$ cat src/sv/dbr_pkg.sv
// Shared types and constants of the DBCS bracket remover.
`default_nettype none
package dbr_pkg;

  // Register indexes on the configuration port.
  localparam logic [1:0] REG_OPEN_NARROW  = 2'd0;
  localparam logic [1:0] REG_CLOSE_NARROW = 2'd1;
  localparam logic [1:0] REG_OPEN_WIDE    = 2'd2;
  localparam logic [1:0] REG_CLOSE_WIDE   = 2'd3;

  // Reset codes: GBK parentheses.
  localparam logic [6:0]  RST_OPEN_NARROW  = 7'h28;
  localparam logic [6:0]  RST_CLOSE_NARROW = 7'h29;
  localparam logic [15:0] RST_OPEN_WIDE    = 16'hA3A8;
  localparam logic [15:0] RST_CLOSE_WIDE   = 16'hA3A9;

  typedef struct packed {
    logic [6:0]  open_narrow;
    logic [6:0]  close_narrow;
    logic [15:0] open_wide;
    logic [15:0] close_wide;
  } cfg_t;

  // Work record for one accepted byte: up to two kept bytes and an end marker.
  typedef struct packed {
    logic [7:0] b0;
    logic [7:0] b1;
    logic [1:0] nbytes;
    logic       has_end;
    logic       changed;
  } rec_t;

endpackage
`default_nettype wire

$ cat src/sv/dbr_front.sv
// Front part: classifies each accepted byte and builds its work record.
`default_nettype none
module dbr_front (
  input  wire logic          clk,
  input  wire logic          rst,
  input  wire logic          accept,
  input  wire logic [7:0]    in_byte,
  input  wire logic          last,
  input  wire dbr_pkg::cfg_t cfg,
  output dbr_pkg::rec_t      rec,
  output logic               rec_valid
);

  typedef enum logic [2:0] {
    MODE_NORMAL,
    MODE_HELD,
    MODE_NARROW,
    MODE_WIDE_FIRST,
    MODE_WIDE_SECOND
  } mode_t;

  mode_t       mode, mode_next;
  logic [7:0]  held_byte, held_byte_next;
  logic        removed_any, removed_any_next;
  logic [15:0] pair;

  assign pair = {held_byte, in_byte};

  always_comb begin
    mode_next        = mode;
    held_byte_next   = held_byte;
    removed_any_next = removed_any;
    rec              = '0;
    unique case (mode)
      MODE_HELD: begin
        if (pair == cfg.open_wide) begin
          removed_any_next = 1'b1;
          mode_next        = MODE_WIDE_FIRST;
        end else begin
          rec.b0     = held_byte;
          rec.b1     = in_byte;
          rec.nbytes = 2'd2;
          mode_next  = MODE_NORMAL;
        end
        held_byte_next = '0;
      end
      MODE_NARROW: begin
        if (in_byte == {1'b0, cfg.close_narrow}) begin
          mode_next = MODE_NORMAL;
        end
      end
      MODE_WIDE_FIRST: begin
        if (!last) begin
          held_byte_next = in_byte;
          mode_next      = MODE_WIDE_SECOND;
        end
      end
      MODE_WIDE_SECOND: begin
        mode_next      = (pair == cfg.close_wide) ? MODE_NORMAL : MODE_WIDE_FIRST;
        held_byte_next = '0;
      end
      default: begin
        if (in_byte[7]) begin
          // A lone high byte on the final position is dropped.
          if (!last) begin
            held_byte_next = in_byte;
            mode_next      = MODE_HELD;
          end
        end else if (in_byte == {1'b0, cfg.open_narrow}) begin
          removed_any_next = 1'b1;
          mode_next        = MODE_NARROW;
        end else begin
          rec.b0     = in_byte;
          rec.nbytes = 2'd1;
          mode_next  = MODE_NORMAL;
        end
      end
    endcase
    if (last) begin
      rec.has_end      = 1'b1;
      rec.changed      = removed_any_next;
      mode_next        = MODE_NORMAL;
      held_byte_next   = '0;
      removed_any_next = 1'b0;
    end
  end

  assign rec_valid = accept && ((rec.nbytes != 2'd0) || rec.has_end);

  always_ff @(posedge clk) begin
    if (rst) begin
      mode        <= MODE_NORMAL;
      held_byte   <= '0;
      removed_any <= 1'b0;
    end else if (accept) begin
      mode        <= mode_next;
      held_byte   <= held_byte_next;
      removed_any <= removed_any_next;
    end
  end

endmodule
`default_nettype wire

$ cat src/sv/dbr_queue.sv
// Record queue between the front and back parts.
`default_nettype none
module dbr_queue #(
  parameter int DEPTH = 4
) (
  input  wire logic          clk,
  input  wire logic          rst,
  input  wire logic          wr_en,
  input  wire dbr_pkg::rec_t wr_data,
  input  wire logic          rd_en,
  output dbr_pkg::rec_t      rd_data,
  output logic               full,
  output logic               empty
);

  localparam int PW = (DEPTH > 1) ? $clog2(DEPTH) : 1;
  localparam int CW = $clog2(DEPTH + 1);

  dbr_pkg::rec_t entries [DEPTH];
  logic [PW-1:0] wr_ptr, rd_ptr;
  logic [CW-1:0] count;

  assign full    = (count == CW'(DEPTH));
  assign empty   = (count == '0);
  assign rd_data = entries[rd_ptr];

  always_ff @(posedge clk) begin
    if (wr_en) begin
      entries[wr_ptr] <= wr_data;
    end
  end

  always_ff @(posedge clk) begin
    if (rst) begin
      wr_ptr <= '0;
      rd_ptr <= '0;
      count  <= '0;
    end else begin
      if (wr_en) begin
        wr_ptr <= (wr_ptr == PW'(DEPTH - 1)) ? '0 : wr_ptr + PW'(1);
      end
      if (rd_en) begin
        rd_ptr <= (rd_ptr == PW'(DEPTH - 1)) ? '0 : rd_ptr + PW'(1);
      end
      if (wr_en && !rd_en) begin
        count <= count + CW'(1);
      end else if (rd_en && !wr_en) begin
        count <= count - CW'(1);
      end
    end
  end

endmodule
`default_nettype wire

$ cat src/sv/dbr_back.sv
// Back part: expands the oldest work record into results, one per pop.
`default_nettype none
module dbr_back (
  input  wire logic          clk,
  input  wire logic          rst,
  input  wire dbr_pkg::rec_t rec,
  input  wire logic          rec_empty,
  output logic               rec_pop,
  input  wire logic          pop,
  output logic [7:0]         out_byte,
  output logic               is_end,
  output logic               changed
);

  logic [1:0] idx;
  logic [1:0] total;
  logic       final_result;
  logic       taken;

  assign total        = rec.nbytes + {1'b0, rec.has_end};
  assign final_result = ((idx + 2'd1) == total);
  assign taken        = pop && !rec_empty;
  assign rec_pop      = taken && final_result;

  always_comb begin
    if (idx < rec.nbytes) begin
      out_byte = (idx == 2'd0) ? rec.b0 : rec.b1;
      is_end   = 1'b0;
      changed  = 1'b0;
    end else begin
      out_byte = '0;
      is_end   = 1'b1;
      changed  = rec.changed;
    end
  end

  always_ff @(posedge clk) begin
    if (rst) begin
      idx <= '0;
    end else if (taken) begin
      idx <= final_result ? 2'd0 : idx + 2'd1;
    end
  end

endmodule
`default_nettype wire

$ cat src/sv/dbcs_bracket_remover_top.sv
// Top level of the DBCS bracket remover: configuration port, front, queue and back.
// Accepted bytes' records are registered in the queue; results leave from its head.
// Throughput: one byte per cycle while the record queue has room; results leave
// one per cycle while pop is high; a kept pair or end marker needs several pops.
// The DEPTH-entry record queue absorbs those bursts before full rises.
// Reset clears the text mode, the queue and the result index, and loads GBK codes.
`default_nettype none
module dbcs_bracket_remover_top #(
  parameter int DEPTH = 4
) (
  input  wire logic        clk,
  input  wire logic        rst,
  input  wire logic        push,
  output logic             full,
  input  wire logic [7:0]  in_byte,
  input  wire logic        last,
  output logic             empty,
  input  wire logic        pop,
  output logic [7:0]       out_byte,
  output logic             is_end,
  output logic             changed,
  input  wire logic        psel,
  input  wire logic        penable,
  input  wire logic        pwrite,
  input  wire logic [3:0]  paddr,
  input  wire logic [31:0] pwdata,
  output logic [31:0]      prdata,
  output logic             pready
);

  dbr_pkg::cfg_t cfg;
  dbr_pkg::rec_t front_rec, head_rec;
  logic          front_valid, head_pop;
  logic          accept, cfg_write;

  assign pready    = 1'b1;
  assign cfg_write = psel && penable && pwrite && pready;
  assign accept    = push && !full;

  always_ff @(posedge clk) begin
    if (rst) begin
      cfg.open_narrow  <= dbr_pkg::RST_OPEN_NARROW;
      cfg.close_narrow <= dbr_pkg::RST_CLOSE_NARROW;
      cfg.open_wide    <= dbr_pkg::RST_OPEN_WIDE;
      cfg.close_wide   <= dbr_pkg::RST_CLOSE_WIDE;
    end else if (cfg_write) begin
      unique case (paddr[3:2])
        dbr_pkg::REG_OPEN_NARROW:  cfg.open_narrow  <= pwdata[6:0];
        dbr_pkg::REG_CLOSE_NARROW: cfg.close_narrow <= pwdata[6:0];
        dbr_pkg::REG_OPEN_WIDE:    cfg.open_wide    <= pwdata[15:0];
        dbr_pkg::REG_CLOSE_WIDE:   cfg.close_wide   <= pwdata[15:0];
      endcase
    end
  end

  always_comb begin
    unique case (paddr[3:2])
      dbr_pkg::REG_OPEN_NARROW:  prdata = {25'd0, cfg.open_narrow};
      dbr_pkg::REG_CLOSE_NARROW: prdata = {25'd0, cfg.close_narrow};
      dbr_pkg::REG_OPEN_WIDE:    prdata = {16'd0, cfg.open_wide};
      dbr_pkg::REG_CLOSE_WIDE:   prdata = {16'd0, cfg.close_wide};
    endcase
  end

  dbr_front u_front (
    .clk       (clk),
    .rst       (rst),
    .accept    (accept),
    .in_byte   (in_byte),
    .last      (last),
    .cfg       (cfg),
    .rec       (front_rec),
    .rec_valid (front_valid)
  );

  dbr_queue #(
    .DEPTH (DEPTH)
  ) u_queue (
    .clk     (clk),
    .rst     (rst),
    .wr_en   (front_valid),
    .wr_data (front_rec),
    .rd_en   (head_pop),
    .rd_data (head_rec),
    .full    (full),
    .empty   (empty)
  );

  dbr_back u_back (
    .clk       (clk),
    .rst       (rst),
    .rec       (head_rec),
    .rec_empty (empty),
    .rec_pop   (head_pop),
    .pop       (pop),
    .out_byte  (out_byte),
    .is_end    (is_end),
    .changed   (changed)
  );

  // The end marker carries no byte.
  a_end_zero : assert property (@(posedge clk) disable iff (rst)
    (!empty && is_end) |-> (out_byte == 8'd0))
    else $error("end marker with nonzero byte");

  // Only the end marker reports removed text.
  a_changed_end : assert property (@(posedge clk) disable iff (rst)
    (!empty && !is_end) |-> !changed)
    else $error("changed set on a byte result");

  // Nothing is waiting right after reset.
  a_reset_empty : assert property (@(posedge clk)
    rst |=> (empty && !full))
    else $error("queue not empty after reset");

  // With no request on either side the queue level holds.
  a_idle_hold : assert property (@(posedge clk) disable iff (rst)
    (!push && !pop) |=> ($stable(empty) && $stable(full)))
    else $error("queue level moved while idle");

endmodule
`default_nettype wire

$ cat config.mk
export PLATFORM = sky130hd
export DESIGN_NAME = dbcs_bracket_remover_top
export DESIGN_NICKNAME = d
export VERILOG_FILES = /design/src/sv/dbr_pkg.sv /design/src/sv/dbr_front.sv /design/src/sv/dbr_queue.sv /design/src/sv/dbr_back.sv /design/src/sv/dbcs_bracket_remover_top.sv
export SDC_FILE = /design/constraint.sdc
export NUM_CORES = 1
export LEC_CHECK = 0
export BUFFER_PORTS_ARGS = -buffer_cell sky130_fd_sc_hd__buf_2
export CAP_MARGIN = 20
export CORE_UTILIZATION = 30
export CTS_CLUSTER_SIZE = 28
export DETAILED_ROUTE_END_ITERATION = 8
export HOLD_SLACK_MARGIN = 0.05
export PLACE_DENSITY = 0.57
export RECOVER_POWER = 100
export SLEW_MARGIN = 10
export SYNTH_ARGS = -nofsm -noshare
export SYNTH_HDL_FRONTEND = slang
export SYNTH_SLANG_ARGS = --single-unit
$ cat constraint.sdc
create_clock -name clk -period 5.35 [get_ports clk]
set_input_delay 1.605 -clock clk [delete_from_list [all_inputs] [get_ports clk]]
set_output_delay 1.605 -clock clk [all_outputs]
set_load 0.05 [all_outputs]
After elaboration in Yosys (flattened, before gate mapping)
Memories as Yosys holds them, arrays and structs flattened. A register that Yosys moved wholly into a read port is not among the register bits.
Cells that the tools add are included.
{"block": "totals", "register_bits": 67, "latchBits": 0, "ramBits": 80, "romBits": 0, "in_bits": 52, "output_inout_bits": 45, "word_cells": 101, "n_memories": 1}
{"name": "u_queue.entries", "depth": 4, "word_bits": 20, "rd": 1, "rd_clocked_by_memory_dff": 1, "wr": 1, "line": "dbr_queue.sv:19", "source": "dbr_pkg::rec_t entries [DEPTH];"}
{"block": "classes", "addsub": 6, "mul": 0, "n_div": 0, "magnitude_cmp": 1, "eq_ne": 17, "n_shift": 0, "muxes": 38, "n_bitwise": 0, "reduce_logical": 27}
{"operator": "$pmux 32 s4", "n": 1}
{"operator": "$mux 8", "n": 6}
{"operator": "$eq 16x16->1", "n": 2}
{"operator": "$pmux 8 s3", "n": 1}
{"operator": "$mux 2", "n": 11}
{"operator": "$mux 18", "n": 1}
{"operator": "$eq 8x7->1", "n": 2}
{"operator": "$pmux 8 s2", "n": 1}
{"operator": "$mux 3", "n": 4}
{"operator": "$pmux 3 s4", "n": 1}
{"operator": "$reduce_and 2->1", "n": 5}
{"operator": "$mux 1", "n": 9}
{"operator": "$eq 2x2->1 const B", "n": 4}
{"operator": "$logic_and 1x1->1", "n": 8}
{"operator": "$mux 7", "n": 1}
{"operator": "$add 2x1->2 const B", "n": 3}
{"operator": "$eq 3x2->1 const B", "n": 2}
{"operator": "$eq 3x3->1 const B", "n": 2}
{"operator": "$logic_not 1->1", "n": 4}
{"operator": "$logic_not 2->1", "n": 2}
{"operator": "$pmux 2 s2", "n": 1}
{"operator": "$reduce_bool 2->1", "n": 2}
{"operator": "$reduce_bool 4->1", "n": 1}
{"operator": "$add 3x1->3 const B", "n": 1}
{"operator": "other kinds (14)", "n": 14}

Depth between registers and ports, before layout
Gate-level depths: netlist (run 1).
{"block": "depth", "depth_word": 11, "ltp_mapped": 14, "mapped_depth_nobuf": 12}

By module
A second synthesis (run 1) with hierarchy kept.
{"block": "hier_totals", "cells_unflattened": 575, "area_unflattened_um2": 7288.2}
{"module": "dbr_queue", "n_inst": 1, "cells_per_inst": 148, "area_per_inst_um2": 3325.7, "seq_area_each_um2": 2582.5}
{"module": "dbcs_bracket_remover_top", "n_inst": 1, "cells_per_inst": 222, "area_per_inst_um2": 2311.0, "seq_area_each_um2": 920.9}
{"module": "dbr_front", "n_inst": 1, "cells_per_inst": 164, "area_per_inst_um2": 1340.0, "seq_area_each_um2": 240.2}
{"module": "dbr_back", "n_inst": 1, "cells_per_inst": 41, "area_per_inst_um2": 311.5, "seq_area_each_um2": 40.0}

Least setup slack after synthesis (run 1)
OpenSTA, ideal clock, no wires.
{"block": "synth_path", "path_type": "in2out", "from": "input port paddr[2]", "to": "output port prdata[13]", "arrival_time_ps": 2961, "t_required_ps": 3745, "setup_slack_ps": 784, "cell_stages": 4, "path_buffers": 2, "cell_sequence": "buf_2 -> clkbuf_1 -> mux2i_1 -> nor2b_1"}
{"block": "synth_between", "elab_chain_cells": 2, "elab_cells_between_ends": 5, "classes_between": "3 x eq/ne; 1 x mux; 1 x reduce/logical"}
{"element": "start: declaration", "line": "dbcs_bracket_remover_top.sv:25", "source": "input wire logic [3:0] paddr,"}
{"element": "$eq 2x2->1, or another cell as far along", "line": "dbcs_bracket_remover_top.sv:57", "source": "unique case (paddr[3:2])"}
{"element": "$pmux 32 s4 (*)", "line": "dbcs_bracket_remover_top.sv:57"}
{"element": "end: declaration", "line": "dbcs_bracket_remover_top.sv:27", "source": "output logic [31:0] prdata,"}
Every way passes the cells marked *; elsewhere a longest branch is shown, timed or not. The select of a mux whose other input is x is not followed.

Final worst setup path (run 1)
{"block": "layout_path", "from": "input port paddr[3]", "to": "output port prdata[0]"}
The elaborated chain is that of the path after synthesis.

==> results of run 1 <==
==> area by class of cell <==
cell class / count / area, µm²
sequential: 149 / 3784
inverter: 9 / 33.78
multi-input combinational: 401 / 2945
clock inverter: 15 / 152.6
tap: 313 / 391.6
fill: 2311 / 14730
clock buffer: 17 / 425.4
timing repair buffer: 70 / 311.5
==> worst max-delay path by stage <==
stage,endpoint,start,slack (ns)
floorplan,prdata[13],paddr[2],0.78
global placement,prdata[0],paddr[2],0.65
detailed placement,prdata[0],paddr[2],0.68
CTS,prdata[0],paddr[2],0.67
global route,prdata[0],paddr[3],0.40
finish,prdata[0],paddr[3],0.50
==> power by group <==
part | switching [mW] | internal, mW
Clock | 0.535 | 0.624
Combinational | 0.598 | 0.291
Sequential | 0.0464 | 1.31
==> per-layer routing <==
metal	routed length, µm	up-vias
met2	7487	97
met5	0	-
met3	589	4
li1	-	2202
met4	66	0
met1	7814	2184
==> cell families (layout without fill, tap and decap cells) <==
family / count (synthesis) / in the layout / synth area share
muxes: 54 / 54 / 0.1255
AOI/OAI and AO/OA: 56 / 56 / 0.05107
DFF: 149 / 149 / 0.5400
other: 2 / 17 / 0.001072
adders and majority gates: 10 / 10 / 0.01893
and+or+nand+nor: 210 / 210 / 0.1491
xor gates and xnor gates: 54 / 54 / 0.06750
buffers and inverters: 65 / 111 / 0.04679
==> cells in the mapped netlist (11+ instances only) <==
cell type	number
xor2_1	32
xnor2_1	22
nor2b_1	18
nor2_1	37
nand3_1	11
a21oi_1	26
nand3b_1	19
buf_4	17
edfxtp_1	80
nand2_1	78
buf_2	16
and2_1	13
mux4_2	27
mux2i_1	26
clkbuf_1	20
dfxtp_1	69
==> per-stage QoR <==
| stage | hold WS, ns | area, µm² | std cells |
|---|---|---|---|
| 2_1_floorplan | 0.4578 | 7063 | 615 |
| 3_3_place_gp | 0.4721 | 7543 | 942 |
| 3_5_place_dp | 0.4751 | 7543 | 942 |
| 4_1_cts | 0.4840 | 8122 | 974 |
| 5_1_grt | 0.5046 | 8044 | 974 |
| 6_report | 0.4784 | 8044 | 974 |
==> state kept, by name (all words and copies together), names as in the netlist, named ones only <==
name	cells
cfg	46
u_queue.wr_ptr	2
u_queue.entries	80
u_front.removed_any	1
u_back.idx	2
u_front.held_byte	8
u_front.mode	3
u_queue.count	3
u_queue.rd_ptr	2
==> worst max-delay path, stage by stage <==
cell      delay, ns
clkbuf_1       0.75
mux4_2         0.40
clkbuf_1       0.48
==> metrics, run 1 <==
status complete, but fails checks; violated checks max-capacitance violations, max-slew violations; CTS Hold Bufs 0; DR iter-0 viols 283; via count 4487; Residual DRC 0; Hold Vio Cnt, Final 0; number of global-route vias before repair 4628; starting density of the core 0.3076; RSZ-0062 raised after global routing no; Max Freq 206.3 MHz; via/cell ratio between 4 and 5; CP endpoint kind primary output; M1 GR Usage 0.2004; critical path startpoint category input pin; layout cell share with drive strength beyond 1 0.1467; largest net degree at the start of global routing 43; commonest non-fill, non-tap cell in the layout edfxtp_1; area of the core 22780 µm²; CTS root buffer clkbuf_16; synth top area cells edfxtp_1 (34%), dfxtp_1 (20%), mux4_2 (8.7%), nand2_1 (4.2%), xor2_1 (4.0%); Crit Path Max Fanout 21; global-route wire length before repair approximately 26000 µm; WHS Path Cells 2; n_diodes 0; GR met2 Demand/Resource 0.2278; GP Congestion ~0.8; Post-synth EDFFs 80; Critical R2R Capture u_queue.count[2]; fin. max-slew vios 10; Final Power 3.404 mW; count of cells resized by post-cts repair 0; fin worst setup slack about 0.5 ns; H-tree depth 4; HP Class reg -> reg; Max IR drop VDD 0.0001971 V; Antenna Nets Post-Route 0; Port Buf Inserts 61; Die H about 150 µm; number of distinct library cells after synthesis between 40 and 50; Hold Path End cfg[2]; register area share after synthesis 0.5400; Cell Pwr Density ~420 nW/µm²; period utilisation layout 0.9060; Crit Path Class in -> out; HP Start cfg[2]; LEAKAGE 2.923 nW; cell row count 55; worst-margin pin slew 1.581 ns; Register-to-Register Path Depth 12; io pins 97; die area 23970 µm²; CTS clk-pin slew, worst paths 0.06 ns; area grow syn2layout 14.80%; Horiz. Die Dim about 150 µm; # Max-Cap Violations 1; setup violators final 0; Most Crowded Layer GR met2; Gate Count Post-Synth 600; HPWL after detailed placement 10690 µm; initial antenna violation count 0; Post-CTS Setup Inserts 0; worst-skew pair later-pin latency between 0.4 and 0.5 ns; Synth Register Bits about 150; most frequent cells in the layout edfxtp_1 (80), nand2_1 (78), dfxtp_1 (69), nor2_1 (37), clkbuf_1 (37); GR Overflow Total 0; Routed WL per cell about 16 µm; Async SR Flop Fraction 0; share of the synthesized area in the top cell type 0.3429; Worst EP arrival 3.24 ns; Synth Warn # 0; setup TNS 0 ns; GRT met3 Usage 0.02942; GRT Total Usage 0.1437; Final Skew 0.01171 ns; R2R Setup Slk 1.83 ns; mapped cell area roughly 7000 µm²; CP required 3.74 ns; CTS tree built; Final Util 0.3531; Post-synth top flop edfxtp_1; TritonRoute pass-1 iters 4; clk buf depth 2; syn_area_per_cell 11.68 µm²; slew margin rel. -0.06238; DRT Wirelength 15960 µm; number of buffers created by CTS 17; worst slack, placed between 0.6 and 0.7 ns; # clock sinks ~150; minimum clock period 4.847 ns; Final #Nets 710; most area-hungry cell type in the Yosys netlist edfxtp_1
Note: power is estimated with default switching activity, not from simulation.
==> run 2: changes to the inputs <==
--- a/config.mk
+++ b/config.mk
@@ -7,11 +7,11 @@
 export LEC_CHECK = 0
 export BUFFER_PORTS_ARGS = -buffer_cell sky130_fd_sc_hd__buf_2
 export CAP_MARGIN = 20
-export CORE_UTILIZATION = 30
+export CORE_UTILIZATION = 55
 export CTS_CLUSTER_SIZE = 28
 export DETAILED_ROUTE_END_ITERATION = 8
 export HOLD_SLACK_MARGIN = 0.05
-export PLACE_DENSITY = 0.57
+export PLACE_DENSITY = 0.87
 export RECOVER_POWER = 100
 export SLEW_MARGIN = 10
 export SYNTH_ARGS = -nofsm -noshare
==> run 2 against run 1 <==
Net effect:
- the run ends with max-capacitance violations left
- sequential power is essentially flat
- first-iteration DRC count is 74% higher
- via count grew 5.7%
==> metrics, run 2 (synthesized netlist as in run 1, its figures left out) <==
cell row count 40 (-27%); Final Skew 0.01287 ns (+0.001153 ns); Cell Pwr Density 440.3 nW/µm² (+4.1%); global-route wire length before repair 24720 µm (-5.0%); worst-margin pin slew 1.468 ns (-0.1131 ns); CP startpoint paddr[3]; max FFs per register 80 (unchanged); Largest regs u_queue.entries (80), cfg (46), u_front.held_byte (8); Worst EP arrival 3.21 ns (-0.03 ns); Top reg by flops u_queue.entries; die area 13200 µm² (-45%); LEAKAGE 2.930 nW (+0.22%); HP Start cfg[22]; number of global-route vias before repair 4841 (+4.6%); area grow syn2layout 12.61%; initial antenna violation count 0 (unchanged); RSZ-0062 raised after global routing no; via/cell ratio 5.719 (+24%); status complete, but fails checks; period utilisation layout 0.9007 (-0.005336); Residual DRC 0 (unchanged); GRT Total Usage 0.2545 (+0.1108); most frequent cells in the layout edfxtp_1 (80), nand2_1 (78), dfxtp_1 (69), clkbuf_1 (39), nor2_1 (37); CTS Hold Bufs 0 (unchanged); CTS tree built; io pins 97 (unchanged); TritonRoute pass-1 iters 5 (+1); # clock sinks 149 (unchanged); violated checks max-capacitance violations; setup TNS 0 ns (unchanged); Final #Nets 710 (unchanged); GR Overflow Total 0 (unchanged); Final Util 0.6461 (+0.2930); Die H 114.9 µm (-26%); Routed WL per cell 18.60 µm (+14%); clk buf depth 2 (unchanged); number of buffers created by CTS 17 (unchanged); starting density of the core 0.5738 (+0.2662); Max IR drop VDD 0.0002219 V (+13%); CP required 3.74 ns (about the same); Post-CTS Setup Inserts 0 (unchanged); Max Freq 207.5 MHz (+0.59%); DR iter-0 viols 493 (+74%); count of cells resized by post-cts repair 0 (unchanged); Crit Path Max Fanout 21 (unchanged); R2R Setup Slk 1.66 ns (-0.17 ns); HPWL after detailed placement 9950 µm (-6.9%); CP endpoint kind primary output; DRT Wirelength 15420 µm (-3.4%); commonest non-fill, non-tap cell in the layout edfxtp_1; critical path startpoint category input pin; Horiz. Die Dim 114.9 µm (-26%); Min Hold Slack 0.4837 ns (+0.005274 ns); fin. max-slew vios 0 (-10); Hold Vio Cnt, Final 0 (unchanged); Port Buf Inserts 61 (unchanged); H-tree depth 4 (unchanged); setup violators final 0 (unchanged); Crit Path Class in -> out; HP Class reg -> reg; Antenna Nets Post-Route 0 (unchanged); area of the core 12210 µm² (-46%); GP Congestion 0.8954 (+14%); worst-skew pair later-pin latency 0.43 ns (about the same); n_diodes 0 (unchanged); minimum clock period 4.819 ns (-0.02855 ns); slew margin rel. 0.01362 (+0.07600); via count 4741 (+5.7%); # Max-Cap Violations 1 (unchanged); CTS root buffer clkbuf_16; largest net degree at the start of global routing 70 (+63%); CTS clk-pin slew, worst paths 0.06 ns (about the same); layout cell share with drive strength beyond 1 0.1362 (-0.01059)
run 2: cell count changes in the layout (fill, tap and decap cells not counted), sizes merged:
cell	before	now
inv	19	13
clkinvlp	1	2
buf	33	32
clkinv	4	5
clkbuf	54	56
bufinv	0	3
run 2: layer usage:
metal	vias up	share of wire	wire length [µm]	GRT usage
met2	201	0.52	7948	0.4305
met4	0	0.021	331	0.1004
met5	-	0	0	0
met3	30	0.063	968	0.07327
met1	2324	0.40	6174	0.3084
li1	2186	-	-	-
run 2: layout make-up:
cell class	instances	area, µm²
fill	922	4322
clock inverter	14	175.2
timing repair buffer	70	322.8
clock buffer	18	429.2
inverter	9	33.78
multi-input combinational	401	2935
sequential	149	3784
tap	168	210.2
run 2: path summary, 6_finish.rpt:
check / to / cells past startpoint
worst max-delay path: prdata[5] / 3
worst max register to register: u_queue.count[2] / 12
worst min register to register: cfg[22] / 2
worst min-delay path: cfg[22] / 2
run 2: per-stage QoR:
stage	worst slack [ns]	instances	power, mW	instance area [µm²]
global placement	0.7183	794	2.257	7330
global route	0.4970	829	3.609	7890
finish	0.5314	829	3.474	7890
floorplan	0.7840	615	2.103	7063
detailed placement	0.7047	795	2.293	7341
CTS	0.6938	827	3.512	7945
run 2: where the power goes:
part | switching (mW) | leakage, nW | total, mW | internal (mW)
registers | 0.0551 | 1.31 | 1.37 | 1.31
clock network | 0.483 | 0.291 | 1.22 | 0.738
logic | 0.596 | 1.33 | 0.887 | 0.292
total | 1.13 | 2.93 | 3.47 | 2.34
run 2: worst max-delay path, stage by stage:
cell      delay [ns]
clkbuf_1        0.72
mux4_2          0.41
clkbuf_1        0.47
